==> src/rtl/cms_pkg.sv <==
package cms_pkg;

    localparam int TIME_BITS = 32;
    typedef logic [TIME_BITS-1:0] t_time;

    localparam int unsigned CHECK_WAIT_MS   = 50;
    localparam int unsigned SETTLE_MS       = 500;
    localparam int unsigned RAMP_MS         = 2000;
    localparam int unsigned RAMP_TIMEOUT_MS = 15000;
    localparam logic signed [15:0] CONTACT_SPEED = 16'sd128;

    // ramp divide: x / 2000 = ((x >> 4) * RECIP_MULT) >> RECIP_SHIFT, exact for x < 2^26
    localparam int RAMP_EL_W   = 11;
    localparam int HOLD_W      = 15;
    localparam int PROD_W      = HOLD_W + RAMP_EL_W;
    localparam int PRE_SHIFT   = 4;
    localparam int QUOT_IN_W   = PROD_W - PRE_SHIFT;
    localparam int RECIP_SHIFT = 29;
    localparam int RECIP_W     = 23;
    localparam int unsigned RECIP_MULT_I = ((1 << RECIP_SHIFT) + 124) / 125;
    localparam logic [RECIP_W-1:0] RECIP_MULT = RECIP_W'(RECIP_MULT_I);
    localparam int RECIP_PROD_W = QUOT_IN_W + RECIP_W;

    typedef enum logic [1:0] {
        OP_START = 2'd0,
        OP_POLL  = 2'd1,
        OP_CLEAR = 2'd2,
        OP_NONE  = 2'd3
    } t_op;

    typedef enum logic [2:0] {
        CMD_NONE   = 3'd0,
        CMD_LIMITS = 3'd1,
        CMD_VEL    = 3'd2,
        CMD_RAISE  = 3'd3,
        CMD_TORQUE = 3'd4
    } t_cmd;

    typedef enum logic [2:0] {
        CFG_MODE      = 3'd0,
        CFG_GAP       = 3'd1,
        CFG_SPEED     = 3'd2,
        CFG_HOLD      = 3'd3,
        CFG_TRAVEL_TO = 3'd4,
        CFG_VLIM      = 3'd5,
        CFG_CUR_INIT  = 3'd6,
        CFG_CUR_CONT  = 3'd7
    } t_cfg_idx;

    typedef enum logic [3:0] {
        PH_CHECK  = 4'b0001,
        PH_TRAVEL = 4'b0010,
        PH_RAMP   = 4'b0100,
        PH_DONE   = 4'b1000
    } t_phase;

    typedef struct packed {
        t_cmd        cmd;
        logic [15:0] value_a;
        logic [15:0] value_b;
        logic        ramp;
    } t_slot;

    typedef struct packed {
        t_slot [3:0]       slot;
        logic [1:0]        last_idx;
        logic              fin;
        logic              timed_out;
        logic              complete_ok;
        logic [PROD_W-1:0] prod;
    } t_item;

endpackage

==> src/rtl/cms_if.sv <==
interface cms_req_if;
    logic               valid;
    logic               ready;
    logic [1:0]         operation;
    logic [31:0]        now_ms;
    logic signed [15:0] velocity;
    logic               axis_error;

    modport source (output valid, operation, now_ms, velocity, axis_error, input ready);
    modport sink   (input valid, operation, now_ms, velocity, axis_error, output ready);
endinterface

interface cms_res_if;
    logic               valid;
    logic               ready;
    logic [2:0]         command;
    logic signed [15:0] value_a;
    logic [15:0]        value_b;
    logic               finished;
    logic               timed_out;
    logic               complete_ok;
    logic               last;

    modport source (output valid, command, value_a, value_b, finished, timed_out,
                    complete_ok, last, input ready);
    modport sink   (input valid, command, value_a, value_b, finished, timed_out,
                    complete_ok, last, output ready);
endinterface

==> src/rtl/cms_core.sv <==
module cms_core (
    input  logic               i_clk,
    input  logic               i_rst_n,
    input  logic               i_cfg_we,
    input  logic [2:0]         i_cfg_idx,
    input  logic [15:0]        i_cfg_data,
    input  logic               i_take,
    input  logic [1:0]         i_operation,
    input  logic [31:0]        i_now_ms,
    input  logic signed [15:0] i_velocity,
    input  logic               i_axis_error,
    output cms_pkg::t_item     o_item
);

    logic        r_mode;
    logic [9:0]  r_gap;
    logic [14:0] r_speed;
    logic [14:0] r_hold;
    logic [15:0] r_travel_to;
    logic [14:0] r_vlim;
    logic [15:0] r_cur_init;
    logic [15:0] r_cur_cont;

    cms_pkg::t_phase r_phase, n_phase;
    logic            r_entry, n_entry;
    cms_pkg::t_time  r_start, n_start;
    cms_pkg::t_time  r_last_cmd, n_last_cmd;
    logic            r_cflag, n_cflag;
    logic            r_tflag, n_tflag;

    cms_pkg::t_time  now;
    cms_pkg::t_time  el;
    logic            gap_ok;
    logic            settle;
    logic            contact;
    logic            ramp_sat;
    logic            fin;
    logic [3:0]      cand_v;
    cms_pkg::t_slot  cand [4];
    cms_pkg::t_slot  none_slot;
    logic [2:0]      cnt;

    always_ff @(posedge i_clk) begin
        if (!i_rst_n) begin
            r_mode      <= 1'b0;
            r_gap       <= 10'd10;
            r_speed     <= 15'd256;
            r_hold      <= 15'd256;
            r_travel_to <= 16'd10000;
            r_vlim      <= 15'd1280;
            r_cur_init  <= 16'd1280;
            r_cur_cont  <= 16'd2560;
        end else if (i_cfg_we) begin
            unique case (cms_pkg::t_cfg_idx'(i_cfg_idx))
                cms_pkg::CFG_MODE:      r_mode      <= i_cfg_data[0];
                cms_pkg::CFG_GAP:       r_gap       <= i_cfg_data[9:0];
                cms_pkg::CFG_SPEED:     r_speed     <= i_cfg_data[14:0];
                cms_pkg::CFG_HOLD:      r_hold      <= i_cfg_data[14:0];
                cms_pkg::CFG_TRAVEL_TO: r_travel_to <= i_cfg_data;
                cms_pkg::CFG_VLIM:      r_vlim      <= i_cfg_data[14:0];
                cms_pkg::CFG_CUR_INIT:  r_cur_init  <= i_cfg_data;
                cms_pkg::CFG_CUR_CONT:  r_cur_cont  <= i_cfg_data;
                default: ;
            endcase
        end
    end

    always_ff @(posedge i_clk) begin
        if (!i_rst_n) begin
            r_phase    <= cms_pkg::PH_DONE;
            r_entry    <= 1'b0;
            r_start    <= '0;
            r_last_cmd <= '0;
            r_cflag    <= 1'b0;
            r_tflag    <= 1'b0;
        end else if (i_take) begin
            r_phase    <= n_phase;
            r_entry    <= n_entry;
            r_start    <= n_start;
            r_last_cmd <= n_last_cmd;
            r_cflag    <= n_cflag;
            r_tflag    <= n_tflag;
        end
    end

    assign now      = cms_pkg::t_time'(i_now_ms);
    assign el       = now - r_start;
    assign gap_ok   = (now - r_last_cmd) >= cms_pkg::t_time'(r_gap);
    assign settle   = el > cms_pkg::t_time'(cms_pkg::SETTLE_MS);
    assign contact  = (i_velocity < cms_pkg::CONTACT_SPEED) &&
                      (i_velocity > -cms_pkg::CONTACT_SPEED);
    assign ramp_sat = el >= cms_pkg::t_time'(cms_pkg::RAMP_MS);

    always_comb begin
        n_phase    = r_phase;
        n_entry    = r_entry;
        n_start    = r_start;
        n_last_cmd = r_last_cmd;
        n_cflag    = r_cflag;
        n_tflag    = r_tflag;
        fin        = 1'b0;
        cand_v     = '0;
        for (int k = 0; k < 4; k++) begin
            cand[k] = '{cmd: cms_pkg::CMD_NONE, value_a: '0, value_b: '0, ramp: 1'b0};
        end
        case (cms_pkg::t_op'(i_operation))
            cms_pkg::OP_START: begin
                n_entry    = 1'b1;
                n_start    = now;
                n_last_cmd = now;
                n_cflag    = 1'b0;
                n_tflag    = 1'b0;
                n_phase    = r_mode ? cms_pkg::PH_RAMP : cms_pkg::PH_CHECK;
            end
            cms_pkg::OP_CLEAR: begin
                n_entry = 1'b1;
                n_cflag = 1'b0;
                n_tflag = 1'b0;
            end
            cms_pkg::OP_POLL: begin
                unique case (r_phase)
                    cms_pkg::PH_CHECK: begin
                        n_entry = 1'b0;
                        if (el > cms_pkg::t_time'(cms_pkg::CHECK_WAIT_MS)) begin
                            n_phase = cms_pkg::PH_TRAVEL;
                            n_start = now;
                            n_entry = 1'b1;
                        end
                    end
                    cms_pkg::PH_TRAVEL: begin
                        cand_v[0] = r_entry;
                        cand[0]   = '{cmd: cms_pkg::CMD_LIMITS, value_a: {1'b0, r_vlim},
                                      value_b: r_cur_init, ramp: 1'b0};
                        n_entry   = 1'b0;
                        cand_v[1] = gap_ok;
                        cand[1]   = '{cmd: cms_pkg::CMD_VEL, value_a: {1'b0, r_speed},
                                      value_b: '0, ramp: 1'b0};
                        if (gap_ok) begin
                            n_last_cmd = now;
                        end
                        cand[2] = '{cmd: cms_pkg::CMD_VEL, value_a: '0, value_b: '0,
                                    ramp: 1'b0};
                        cand[3] = '{cmd: cms_pkg::CMD_RAISE, value_a: '0,
                                    value_b: r_cur_cont, ramp: 1'b0};
                        if (settle && (contact || i_axis_error)) begin
                            cand_v[2]  = 1'b1;
                            cand_v[3]  = 1'b1;
                            n_last_cmd = now;
                            n_phase    = cms_pkg::PH_RAMP;
                            n_start    = now;
                            n_entry    = 1'b1;
                        end else if (el > cms_pkg::t_time'(r_travel_to)) begin
                            cand_v[2]  = 1'b1;
                            n_tflag    = 1'b1;
                            n_cflag    = 1'b1;
                            n_last_cmd = now;
                            n_phase    = cms_pkg::PH_DONE;
                            n_entry    = 1'b1;
                            fin        = 1'b1;
                        end
                    end
                    cms_pkg::PH_RAMP: begin
                        cand_v[0] = r_entry && r_mode;
                        cand[0]   = '{cmd: cms_pkg::CMD_LIMITS, value_a: {1'b0, r_vlim},
                                      value_b: r_cur_init, ramp: 1'b0};
                        n_entry   = 1'b0;
                        cand_v[1] = gap_ok;
                        cand[1]   = '{cmd: cms_pkg::CMD_TORQUE,
                                      value_a: ramp_sat ? {1'b0, r_hold} : 16'd0,
                                      value_b: '0, ramp: !ramp_sat};
                        if (gap_ok) begin
                            n_last_cmd = now;
                        end
                        cand[2] = '{cmd: cms_pkg::CMD_TORQUE, value_a: '0, value_b: '0,
                                    ramp: 1'b0};
                        if (((ramp_sat || r_hold == '0) && settle) ||
                            (settle && i_axis_error) ||
                            el > cms_pkg::t_time'(cms_pkg::RAMP_TIMEOUT_MS)) begin
                            cand_v[2]  = 1'b1;
                            n_last_cmd = now;
                            n_cflag    = 1'b1;
                            n_phase    = cms_pkg::PH_DONE;
                            n_entry    = 1'b1;
                            fin        = 1'b1;
                        end
                    end
                    cms_pkg::PH_DONE: ;
                    default: ;
                endcase
            end
            default: ;
        endcase
    end

    always_comb begin
        none_slot = '{cmd: cms_pkg::CMD_NONE, value_a: '0, value_b: '0, ramp: 1'b0};
        cnt       = '0;
        for (int k = 0; k < 4; k++) begin
            o_item.slot[k] = none_slot;
        end
        for (int k = 0; k < 4; k++) begin
            if (cand_v[k]) begin
                o_item.slot[cnt[1:0]] = cand[k];
                cnt = cnt + 3'd1;
            end
        end
        o_item.last_idx    = (cnt == '0) ? 2'd0 : 2'(cnt - 3'd1);
        o_item.fin         = fin;
        o_item.timed_out   = n_tflag;
        o_item.complete_ok = n_cflag && !n_tflag;
        o_item.prod        = {{cms_pkg::RAMP_EL_W{1'b0}}, r_hold} *
                             {{cms_pkg::HOLD_W{1'b0}}, el[cms_pkg::RAMP_EL_W-1:0]};
    end

endmodule

==> src/rtl/cms_out.sv <==
module cms_out (
    input  logic           i_clk,
    input  logic           i_rst_n,
    input  logic           i_load,
    input  cms_pkg::t_item i_item,
    output logic           o_can_load,
    cms_res_if.source      o_res
);

    logic           r_busy;
    logic [1:0]     r_idx;
    cms_pkg::t_item r_item;

    cms_pkg::t_slot                           cur;
    logic                                     is_last;
    logic [cms_pkg::QUOT_IN_W-1:0]            quot_in;
    logic [cms_pkg::RECIP_PROD_W-1:0]         recip_prod;
    logic [cms_pkg::HOLD_W-1:0]               target;

    assign cur     = r_item.slot[r_idx];
    assign is_last = r_idx == r_item.last_idx;

    // torque ramp target: product / 2000
    assign quot_in    = r_item.prod[cms_pkg::PROD_W-1:cms_pkg::PRE_SHIFT];
    assign recip_prod = {{cms_pkg::RECIP_W{1'b0}}, quot_in} *
                        {{cms_pkg::QUOT_IN_W{1'b0}}, cms_pkg::RECIP_MULT};
    assign target     = recip_prod[cms_pkg::RECIP_SHIFT +: cms_pkg::HOLD_W];

    assign o_can_load = !r_busy || (o_res.ready && is_last);

    always_ff @(posedge i_clk) begin
        if (!i_rst_n) begin
            r_busy <= 1'b0;
            r_idx  <= '0;
        end else if (i_load) begin
            r_busy <= 1'b1;
            r_idx  <= '0;
        end else if (r_busy && o_res.ready) begin
            if (is_last) begin
                r_busy <= 1'b0;
            end else begin
                r_idx <= r_idx + 2'd1;
            end
        end
    end

    always_ff @(posedge i_clk) begin
        if (i_load) begin
            r_item <= i_item;
        end
    end

    assign o_res.valid       = r_busy;
    assign o_res.command     = cur.cmd;
    assign o_res.value_a     = cur.ramp ? {1'b0, target} : cur.value_a;
    assign o_res.value_b     = cur.value_b;
    assign o_res.finished    = r_item.fin;
    assign o_res.timed_out   = r_item.timed_out;
    assign o_res.complete_ok = r_item.complete_ok;
    assign o_res.last        = is_last;

endmodule

==> src/rtl/compression_motor_sequencer_unit.sv <==
// Compression motor sequencer.
// Requests arrive on i_req (operation, now_ms, velocity, axis_error) with a
// valid/ready handshake; results leave on o_res, one per motor command, with
// last marking the final result of a request. A request that issues no
// command gives a single result with command none.
// Configuration: i_cfg_we writes i_cfg_data to register i_cfg_idx; write
// only while no request is in flight. The first result of a request is
// valid the cycle after it is accepted. Throughput: one request per cycle
// while each gives one result and the receiver is ready; a request giving
// n results holds the output register until all n are taken, and the next
// request is taken in the cycle its last result is taken.
// The ramp torque is computed in the output stage from the product stored
// with the request.
// Reset (synchronous, active low) returns the registers to their defaults,
// the sequence to done with flags clear, and empties the output register.
// When the receiver stalls, the current result holds and i_req.ready stays
// low until the last result of the pending request is taken.
module compression_motor_sequencer_unit (
    input  logic        i_clk,
    input  logic        i_rst_n,
    input  logic        i_cfg_we,
    input  logic [2:0]  i_cfg_idx,
    input  logic [15:0] i_cfg_data,
    cms_req_if.sink     i_req,
    cms_res_if.source   o_res
);

    logic           can_load;
    logic           take;
    cms_pkg::t_item item;

    assign i_req.ready = can_load;
    assign take        = i_req.valid && can_load;

    cms_core u_core (
        .i_clk        (i_clk),
        .i_rst_n      (i_rst_n),
        .i_cfg_we     (i_cfg_we),
        .i_cfg_idx    (i_cfg_idx),
        .i_cfg_data   (i_cfg_data),
        .i_take       (take),
        .i_operation  (i_req.operation),
        .i_now_ms     (i_req.now_ms),
        .i_velocity   (i_req.velocity),
        .i_axis_error (i_req.axis_error),
        .o_item       (item)
    );

    cms_out u_out (
        .i_clk      (i_clk),
        .i_rst_n    (i_rst_n),
        .i_load     (take),
        .i_item     (item),
        .o_can_load (can_load),
        .o_res      (o_res)
    );

endmodule

==> src/flat_wrapper.sv <==
// flat-port wrapper written by rule: the top's interface ports become plain ports
module compression_motor_sequencer_unit_flat 
  (i_clk, i_rst_n, i_cfg_we, i_cfg_idx, i_cfg_data, i_req_valid, i_req_operation, i_req_now_ms, i_req_velocity, i_req_axis_error, i_req_ready, o_res_valid, o_res_command, o_res_value_a, o_res_value_b, o_res_finished, o_res_timed_out, o_res_complete_ok, o_res_last, o_res_ready);
  cms_req_if i_req_i ();
  cms_res_if o_res_i ();
  input  logic i_clk;
  input  logic i_rst_n;
  input  logic i_cfg_we;
  input  logic [2:0] i_cfg_idx;
  input  logic [15:0] i_cfg_data;
  input wire logic [$bits(i_req_i.valid)-1:0] i_req_valid;
  input wire logic [$bits(i_req_i.operation)-1:0] i_req_operation;
  input wire logic [$bits(i_req_i.now_ms)-1:0] i_req_now_ms;
  input wire logic [$bits(i_req_i.velocity)-1:0] i_req_velocity;
  input wire logic [$bits(i_req_i.axis_error)-1:0] i_req_axis_error;
  output wire logic [$bits(i_req_i.ready)-1:0] i_req_ready;
  output wire logic [$bits(o_res_i.valid)-1:0] o_res_valid;
  output wire logic [$bits(o_res_i.command)-1:0] o_res_command;
  output wire logic [$bits(o_res_i.value_a)-1:0] o_res_value_a;
  output wire logic [$bits(o_res_i.value_b)-1:0] o_res_value_b;
  output wire logic [$bits(o_res_i.finished)-1:0] o_res_finished;
  output wire logic [$bits(o_res_i.timed_out)-1:0] o_res_timed_out;
  output wire logic [$bits(o_res_i.complete_ok)-1:0] o_res_complete_ok;
  output wire logic [$bits(o_res_i.last)-1:0] o_res_last;
  input wire logic [$bits(o_res_i.ready)-1:0] o_res_ready;
  assign i_req_i.valid = i_req_valid;
  assign i_req_i.operation = i_req_operation;
  assign i_req_i.now_ms = i_req_now_ms;
  assign i_req_i.velocity = i_req_velocity;
  assign i_req_i.axis_error = i_req_axis_error;
  assign i_req_ready = i_req_i.ready;
  assign o_res_valid = o_res_i.valid;
  assign o_res_command = o_res_i.command;
  assign o_res_value_a = o_res_i.value_a;
  assign o_res_value_b = o_res_i.value_b;
  assign o_res_finished = o_res_i.finished;
  assign o_res_timed_out = o_res_i.timed_out;
  assign o_res_complete_ok = o_res_i.complete_ok;
  assign o_res_last = o_res_i.last;
  assign o_res_i.ready = o_res_ready;
  compression_motor_sequencer_unit u_core (.i_clk(i_clk), .i_rst_n(i_rst_n), .i_cfg_we(i_cfg_we), .i_cfg_idx(i_cfg_idx), .i_cfg_data(i_cfg_data), .i_req(i_req_i), .o_res(o_res_i));
endmodule
==> config.mk <==
export PLATFORM = sky130hd
export DESIGN_NAME = compression_motor_sequencer_unit_flat
export DESIGN_NICKNAME = d
export VERILOG_FILES = /design/src/rtl/cms_pkg.sv /design/src/rtl/cms_if.sv /design/src/rtl/cms_core.sv /design/src/rtl/cms_out.sv /design/src/rtl/compression_motor_sequencer_unit.sv /design/src/flat_wrapper.sv
export SDC_FILE = /design/constraint.sdc
export NUM_CORES = 1
export LEC_CHECK = 0
export ABC_AREA = 1
export BUFFER_PORTS_ARGS = -buffer_cell sky130_fd_sc_hd__buf_2
export CAP_MARGIN = 20
export CORE_MARGIN = 1.5
export CORE_UTILIZATION = 30
export DETAILED_ROUTE_END_ITERATION = 8
export HOLD_SLACK_MARGIN = 0.05
export PLACE_DENSITY = 0.45
export SETUP_SLACK_MARGIN = 0.2
export SYNTH_ARGS = -nofsm -noshare
export SYNTH_HDL_FRONTEND = slang
export SYNTH_SLANG_ARGS = --single-unit
==> constraint.sdc <==
create_clock -name i_clk -period 7.02 [get_ports i_clk]
set_input_delay 1.053 -clock i_clk [delete_from_list [all_inputs] [get_ports i_clk]]
set_output_delay 1.053 -clock i_clk [all_outputs]
set_load 0.02 [all_outputs]
==> results of run 1 <==
layout by cell type (no fill, tap or decap), drive strengths merged, types with 22 or more instances in the layout:
| cell | count |
|---|---|
| o21ai | 232 |
| nand3 | 164 |
| a21oi | 283 |
| nand3b | 22 |
| fa | 215 |
| edfxtp | 135 |
| nand4 | 81 |
| nor2 | 597 |
| clkbuf | 52 |
| xor2 | 31 |
| inv | 769 |
| nand2 | 1100 |
| nor3 | 25 |
| buf | 331 |
| ha | 335 |
| dfxtp | 178 |
what timing repair did:
action	CTS	global route
pin swaps	69	58
hold buffers	0	0
gates resized for setup	114	69
setup buffers	20	14
endpoints found under the setup margin	15	21
cells by family (layout without fill, tap and decap cells):
group | count (synthesis) | after routing | synth area share
compound gates | 614 | 614 | 0.105
xor+xnor | 43 | 43 | 0.0121
fa+ha+maj | 550 | 550 | 0.268
buf+inv | 914 | 1176 | 0.111
flops | 313 | 313 | 0.240
mux | 1 | 1 | 0.000315
other cells | 1 | 1 | 0.000118
simple gates | 2025 | 2025 | 0.264
sequential cells by signal, indices dropped and copies added, names as in the netlist, 2 cells and up:
register	cells
u_core.u_core.r_start	32
u_core.u_core.r_cur_cont	16
u_core.u_core.r_travel_to	16
u_core.u_out.r_item	110
u_core.u_core.r_phase	4
u_core.u_core.r_speed	15
u_core.u_out.quot_in	22
u_core.u_core.r_last_cmd	32
u_core.u_out.r_idx	2
u_core.u_core.r_vlim	15
u_core.u_core.r_hold	15
u_core.u_core.r_gap	10
u_core.u_core.r_cur_init	16
worst min-delay path, delay by kind of cell (launching register included):
kind	cells	cell delay (ns)
flip-flops	1	0.32
AND/OR/NAND/NOR	2	0.10
through the flow:
stage | cells | TNS (ns) | worst slack, ns | util | area, um^2
CTS | 6099 | -1.41 | -0.222 | 0.354 | 37200
detailed placement | 6006 | -0.709 | -0.162 | 0.334 | 35100
global placement | 6005 | -0.538 | -0.160 | 0.334 | 35100
finish | 6114 | -1.73 | -0.225 | 0.357 | 37500
floorplan | 4461 | 0 | 0.192 | - | 32000
global route | 6114 | -4.12 | -0.417 | 0.357 | 37500
cell type report:
class                      instances  area (um^2)  area share
multi-input combinational       3234        21600       0.575
sequential                       313         7620       0.203
inverter                         772         2920      0.0778
timing repair buffer             331         2360      0.0629
tap                             1391         1740      0.0464
clock buffer                      52         1110      0.0295
clock inverter                    21          219     0.00583
worst paths after layout:
check / cells past startpoint / from / slack, ns / to
setup / recovery: 27 / u_core.u_out.quot_in[7] / -0.23 / o_res_value_a[5]
hold / removal: 2 / u_core.u_core.r_cur_init[8] / 0.45 / u_core.u_core.r_cur_init[8]
setup reg to reg: 34 / u_core.u_core.r_start[6] / 0.87 / u_core.u_out.quot_in[21]
hold reg to reg: 2 / u_core.u_core.r_cur_init[8] / 0.45 / u_core.u_core.r_cur_init[8]
per-layer routing:
metal / global-route usage / up-vias
met4: 0.0460 / 2
met5: 0 / -
li1: - / 14632
met2: 0.333 / 678
met1: 0.279 / 13950
met3: 0.0200 / 144
==> flow_metrics.py, run 1 <==
metrics = {
    "status": {
        "run_status": "finished with violations",
        "violated_checks": "negative setup slack",
    },
    "floorplanning": {
        "dieHeight_um": 328,
        "core_area_um2": 105000,
        "floorplan.die_area_um2": 108000,
        "floorplan.initialDensity": 0.302,
        "floorplan.io_pins": 116,
        "dieWidth_um": 328,
        "row_count": 119,
    },
    "synthesis": {
        "synthesis.area_um2": 31700,
        "synthArstFlopShare": 0,
        "post_synth_most_frequent_cells": "1078 x sky130_fd_sc_hd__nand2_1, 746 x sky130_fd_sc_hd__inv_1, 589 x sky130_fd_sc_hd__nor2_1, 335 x sky130_fd_sc_hd__ha_1, 281 x sky130_fd_sc_hd__a21oi_1",
        "synth_cell_types": 64,
        "synth_ff_type": "sky130_fd_sc_hd__dfxtp_1",
        "netlist_top_cells_area": "sky130_fd_sc_hd__fa_1 14%, sky130_fd_sc_hd__ha_1 13%, sky130_fd_sc_hd__edfxtp_1 13%",
        "synth_edf_count": 135,
        "synth-seq-cells": 313,
        "post_synth.cell_area_avg_um2": 7.12,
        "yosysTopAreaCellShare": 0.136,
        "postSynthNetCount": 5086,
        "postSynthCellCount": 4461,
        "post-synth-top-area-cell": "sky130_fd_sc_hd__fa_1",
        "synthMostInstantiatedCell": "sky130_fd_sc_hd__nand2_1",
        "seq_area_frac_synth": 0.240,
        "yosysWarnings": 0,
    },
    "cells_and_area": {
        "fill_cells": 11495,
        "number_of_nets_in_the_layout": 5318,
        "post_route_cells_drive_above_1_share": 0.134,
        "area_added_between_synthesis_and_finish_pct": 18.2,
        "ant_diodes": 0,
    },
    "clock_network": {
        "cts_tree": "done",
        "clock_root_buffer": "sky130_fd_sc_hd__clkbuf_16",
        "maximum_count_of_clock_buffers_along_a_single_path": 3,
        "numClockSinks": 313,
        "worstSkewPairLatency_ns": 0.60,
        "path_clk_slew_ns": 0.06,
        "clock_tree.htree_level_count": 2,
        "total_clock_buffers_created_by_cts": 41,
    },
    "placed_design": {
        "io_buffer_count": 114,
        "routabilityCongestion": 0.900,
        "dp_hpwl_um": 84200,
    },
    "worst_setup_path": {
        "worstPathRequired_ns": 5.97,
        "worst_setup_path_start_kind": "register",
        "critical_path_arrival_ns": 6.19,
        "critical_path.top_delay_family": "adder cells",
        "critical_path.max_fanout": 3,
        "crit_top_cell": "sky130_fd_sc_hd__fa_1",
        "slowest_delay_ns": 0.54,
        "criticalPathCategory": "reg -> out",
        "critPathCaptureType": "primary output",
        "worst_path_max_delay_cell": "sky130_fd_sc_hd__fa_1",
        "critical_path_buffers_and_inverters": 9,
    },
    "routing": {
        "wl_met3_um": 4630,
        "drt-initial-drc-count": 1876,
        "routed_wirelength_um": 110000,
        "detailedRoute.firstPassIterationCount": 6,
        "num_vias": 29406,
        "via_per_inst": 4.81,
        "post_drt_wl_per_cell_um": 17.9,
        "remaining_drc_errors": 0,
        "highest_layer": "met5",
        "met2WireLength_um": 50700,
        "met1Wirelength_um": 52000,
        "antenna_nets_post_route": 0,
    },
    "sta": {
        "finalCriticalPeriod_ns": 7.25,
        "timing.slew.headroom": 0.307,
        "max_clock_freq_ghz": 0.138,
        "clock-skew-final_ns": 0.0234,
        "final_max_slew_viol_count": 0,
        "hold_violations": 0,
        "final.period_utilization": 1.03,
        "report.final.setup_viol": 11,
        "rsz0062_at_grt": "yes",
        "timing.final.ws_setup_ns": -0.225,
        "holdWs_ns": 0.454,
        "worst-slew-pin-transition_ns": 1.04,
    },
    "grt": {
        "grt_pass1_wl_um": 168000,
        "first_global_vias": 28563,
        "globalRoute.totalOverflow": 0,
        "number_of_antenna_violations_at_the_first_check_in_global_routing": 4,
        "grt_max_degree": 90,
        "gr_util_all_layers": 0.200,
    },
    "run": {
        "max_cap_viol_count": 0,
    },
    "worst_hold_path": {
        "min_path_type": "reg -> reg",
    },
}
Power of run 1 is not shown: default switching activity piles up to over one toggle a cycle in this logic, so the estimate is an artifact.
==> run 2, diff against run 1 <==
--- a/config.mk
+++ b/config.mk
@@ -10,6 +10,7 @@
 export CAP_MARGIN = 20
 export CORE_MARGIN = 1.5
 export CORE_UTILIZATION = 30
+export CTS_BUF_LIST = sky130_fd_sc_hd__clkbuf_8
 export DETAILED_ROUTE_END_ITERATION = 8
 export HOLD_SLACK_MARGIN = 0.05
 export PLACE_DENSITY = 0.45
==> run 2 against run 1 <==
Net effect:
- the run still ends with negative setup slack left
- maximum frequency decreased by 0.61%
- final cell count increased by 0.69%
- core utilization about the same
- non-clock buffer count decreased by 2
- die area unchanged
- critical path depth unchanged
- global-route usage about the same
- sequential share of layout area about the same
- wire length about the same
==> flow_metrics.py, run 2 (synthesis gave the netlist of run 1 again) <==
metrics = {
    "worst_setup_path": {
        "critical_path.max_fanout": 3,
        "critical_path.top_delay_family": "adder cells",
        "cell_depth_of_the_worst_flop_to_flop_path": 29,
        "slowest_delay_ns": 0.54,
        "criticalPathCategory": "reg -> out",
        "rrSetupSlack_ns": 0.75,
        "critical_path.reg2reg.startpoint": "u_core.u_core.r_start[5]",
        "crit_top_cell": "sky130_fd_sc_hd__fa_1",
        "worstPathRequired_ns": 5.97,
        "critPathCaptureType": "primary output",
        "r2r_end": "u_core.u_out.quot_in[21]",
        "worst_path_max_delay_cell": "sky130_fd_sc_hd__fa_1",
        "worst_setup_path_start_kind": "register",
        "critical_path_arrival_ns": 6.24,
        "critical_path_buffers_and_inverters": 9,
    },
    "cells_and_area": {
        "area_added_between_synthesis_and_finish_pct": 18.3,
        "final_cell_mix": "1061 x sky130_fd_sc_hd__nand2_1, 737 x sky130_fd_sc_hd__inv_1, 569 x sky130_fd_sc_hd__nor2_1, 299 x sky130_fd_sc_hd__ha_1, 262 x sky130_fd_sc_hd__a21oi_1",
        "commonest_non_fill_non_tap_cell_in_the_layout": "sky130_fd_sc_hd__nand2_1",
        "top_regs": "u_core.u_out.r_item: 110 flops, u_core.u_core.r_last_cmd: 32 flops, u_core.u_core.r_start: 32 flops",
        "post_route_cells_drive_above_1_share": 0.138,
        "final_design_area_no_fill_um2": 37500,
        "largest_register_ffs": 110,
        "number_of_nets_in_the_layout": 5336,
        "registers.top_by_ff_count": "u_core.u_out.r_item",
    },
    "sta": {
        "hold_violations": 0,
        "rsz0062_at_grt": "yes",
        "finalCriticalPeriod_ns": 7.29,
        "timing.final.ws_setup_ns": -0.270,
        "report.final.setup_viol": 12,
        "holdWs_ns": 0.458,
        "worst-slew-pin-transition_ns": 1.03,
        "final_max_slew_viol_count": 0,
        "max_clock_freq_ghz": 0.137,
        "final.period_utilization": 1.04,
        "clock-skew-final_ns": 0.0461,
        "timing.slew.headroom": 0.314,
    },
    "grt": {
        "number_of_antenna_violations_at_the_first_check_in_global_routing": 5,
        "groute.layer.met2.usage": 0.335,
        "globalRoute.totalOverflow": 0,
        "grt_max_degree": 90,
        "gr_util_all_layers": 0.201,
        "first_global_vias": 28678,
        "globalRouteMet3Util": 0.0197,
        "grt_pass1_wl_um": 168000,
        "gr-usage-met1": 0.279,
        "global_route.peak_usage_layer": "met2",
    },
    "run": {
        "max_cap_viol_count": 0,
    },
    "worst_hold_path": {
        "worst_hold_startpoint": "u_core.u_core.r_cur_init[8]",
        "worstHoldPathCells": 2,
        "min_path_type": "reg -> reg",
        "hold_end": "u_core.u_core.r_cur_init[8]",
    },
    "routing": {
        "antenna_nets_post_route": 0,
        "num_vias": 29369,
        "remaining_drc_errors": 0,
        "post_drt_wl_per_cell_um": 17.8,
        "via_per_inst": 4.77,
        "drt-initial-drc-count": 1825,
        "routed_wirelength_um": 110000,
        "detailedRoute.firstPassIterationCount": 5,
    },
    "placed_design": {
        "dp_hpwl_um": 84200,
        "routabilityCongestion": 0.900,
        "place_worst_setup_slack_ns": -0.162,
        "io_buffer_count": 114,
        "placed_cell_area_um2": 35100,
    },
    "status": {
        "violated_checks": "negative setup slack",
        "run_status": "finished with violations",
    },
    "clock_network": {
        "cts_tree": "done",
        "numClockSinks": 313,
        "total_clock_buffers_created_by_cts": 61,
        "worstSkewPairLatency_ns": 0.73,
        "path_clk_slew_ns": 0.06,
        "clock_root_buffer": "sky130_fd_sc_hd__clkbuf_8",
        "clock_tree.htree_level_count": 2,
        "cts-hold-fix-buffers": 0,
        "maximum_count_of_clock_buffers_along_a_single_path": 3,
    },
    "floorplanning": {
        "core_area_um2": 105000,
        "floorplan.io_pins": 116,
        "row_count": 119,
        "dieHeight_um": 328,
        "floorplan.die_area_um2": 108000,
        "dieWidth_um": 328,
        "floorplan.initialDensity": 0.302,
    },
}
run 2: tightest hold or removal path: stages (launching register included):
cell	delay [ns]
sky130_fd_sc_hd__dfxtp_1	0.33
sky130_fd_sc_hd__nand2_1	0.05
sky130_fd_sc_hd__nand3_1	0.05
run 2: what timing repair did:
item | 4_1_cts | 5_1_grt
setup endpoints to repair | 15 | 16
endpoints found under the hold margin | 0 | 0
resized for setup | 106 | 64
setup buffers | 19 | 13
pin swaps | 64 | 33
run 2: worst max-delay path by stage:
stage / startpoint / to / slack (ns) / depth (start not counted)
4_1_cts: u_core.u_out.quot_in[7] / o_res_value_a[12] / -0.36 / 27
3_3_place_gp: i_req_now_ms[0] / u_core.u_out.quot_in[18] / -0.16 / 30
3_5_place_dp: i_req_now_ms[0] / u_core.u_out.quot_in[18] / -0.16 / 30
5_1_grt: u_core.u_out.quot_in[8] / o_res_value_a[13] / -0.51 / 27
6_report: u_core.u_out.quot_in[7] / o_res_value_a[12] / -0.27 / 27
2_1_floorplan: i_req_now_ms[0] / u_core.u_out.quot_in[21] / 0.19 / 29
run 2: per-stage QoR:
stage	setup TNS, ns	utilization	std cells
after global placement	-0.538	0.334	6005
after global routing	-5.61	0.357	6156
after CTS	-3.32	0.354	6140
after detailed placement	-0.709	0.334	6006
after floorplan	0	-	4461
final	-2.48	0.357	6156
run 2: cell type report:
class / count / area (um^2)
timing repair buffer: 329 / 2350
fill: 11467 / 67600
tap: 1391 / 1740
inverter: 772 / 2910
clock inverter: 38 / 334
sequential: 313 / 7620
clock buffer: 77 / 1060
antenna: 2 / 5.00
multi-input combinational: 3234 / 21500
run 2: per-layer routing:
layer  wire length (um)  share of wire
met1              51900           0.47
met2              51000           0.47
met3               4670          0.043
met4               1970          0.018
met5                  0              0
Power of run 2 is left out for the same reason.
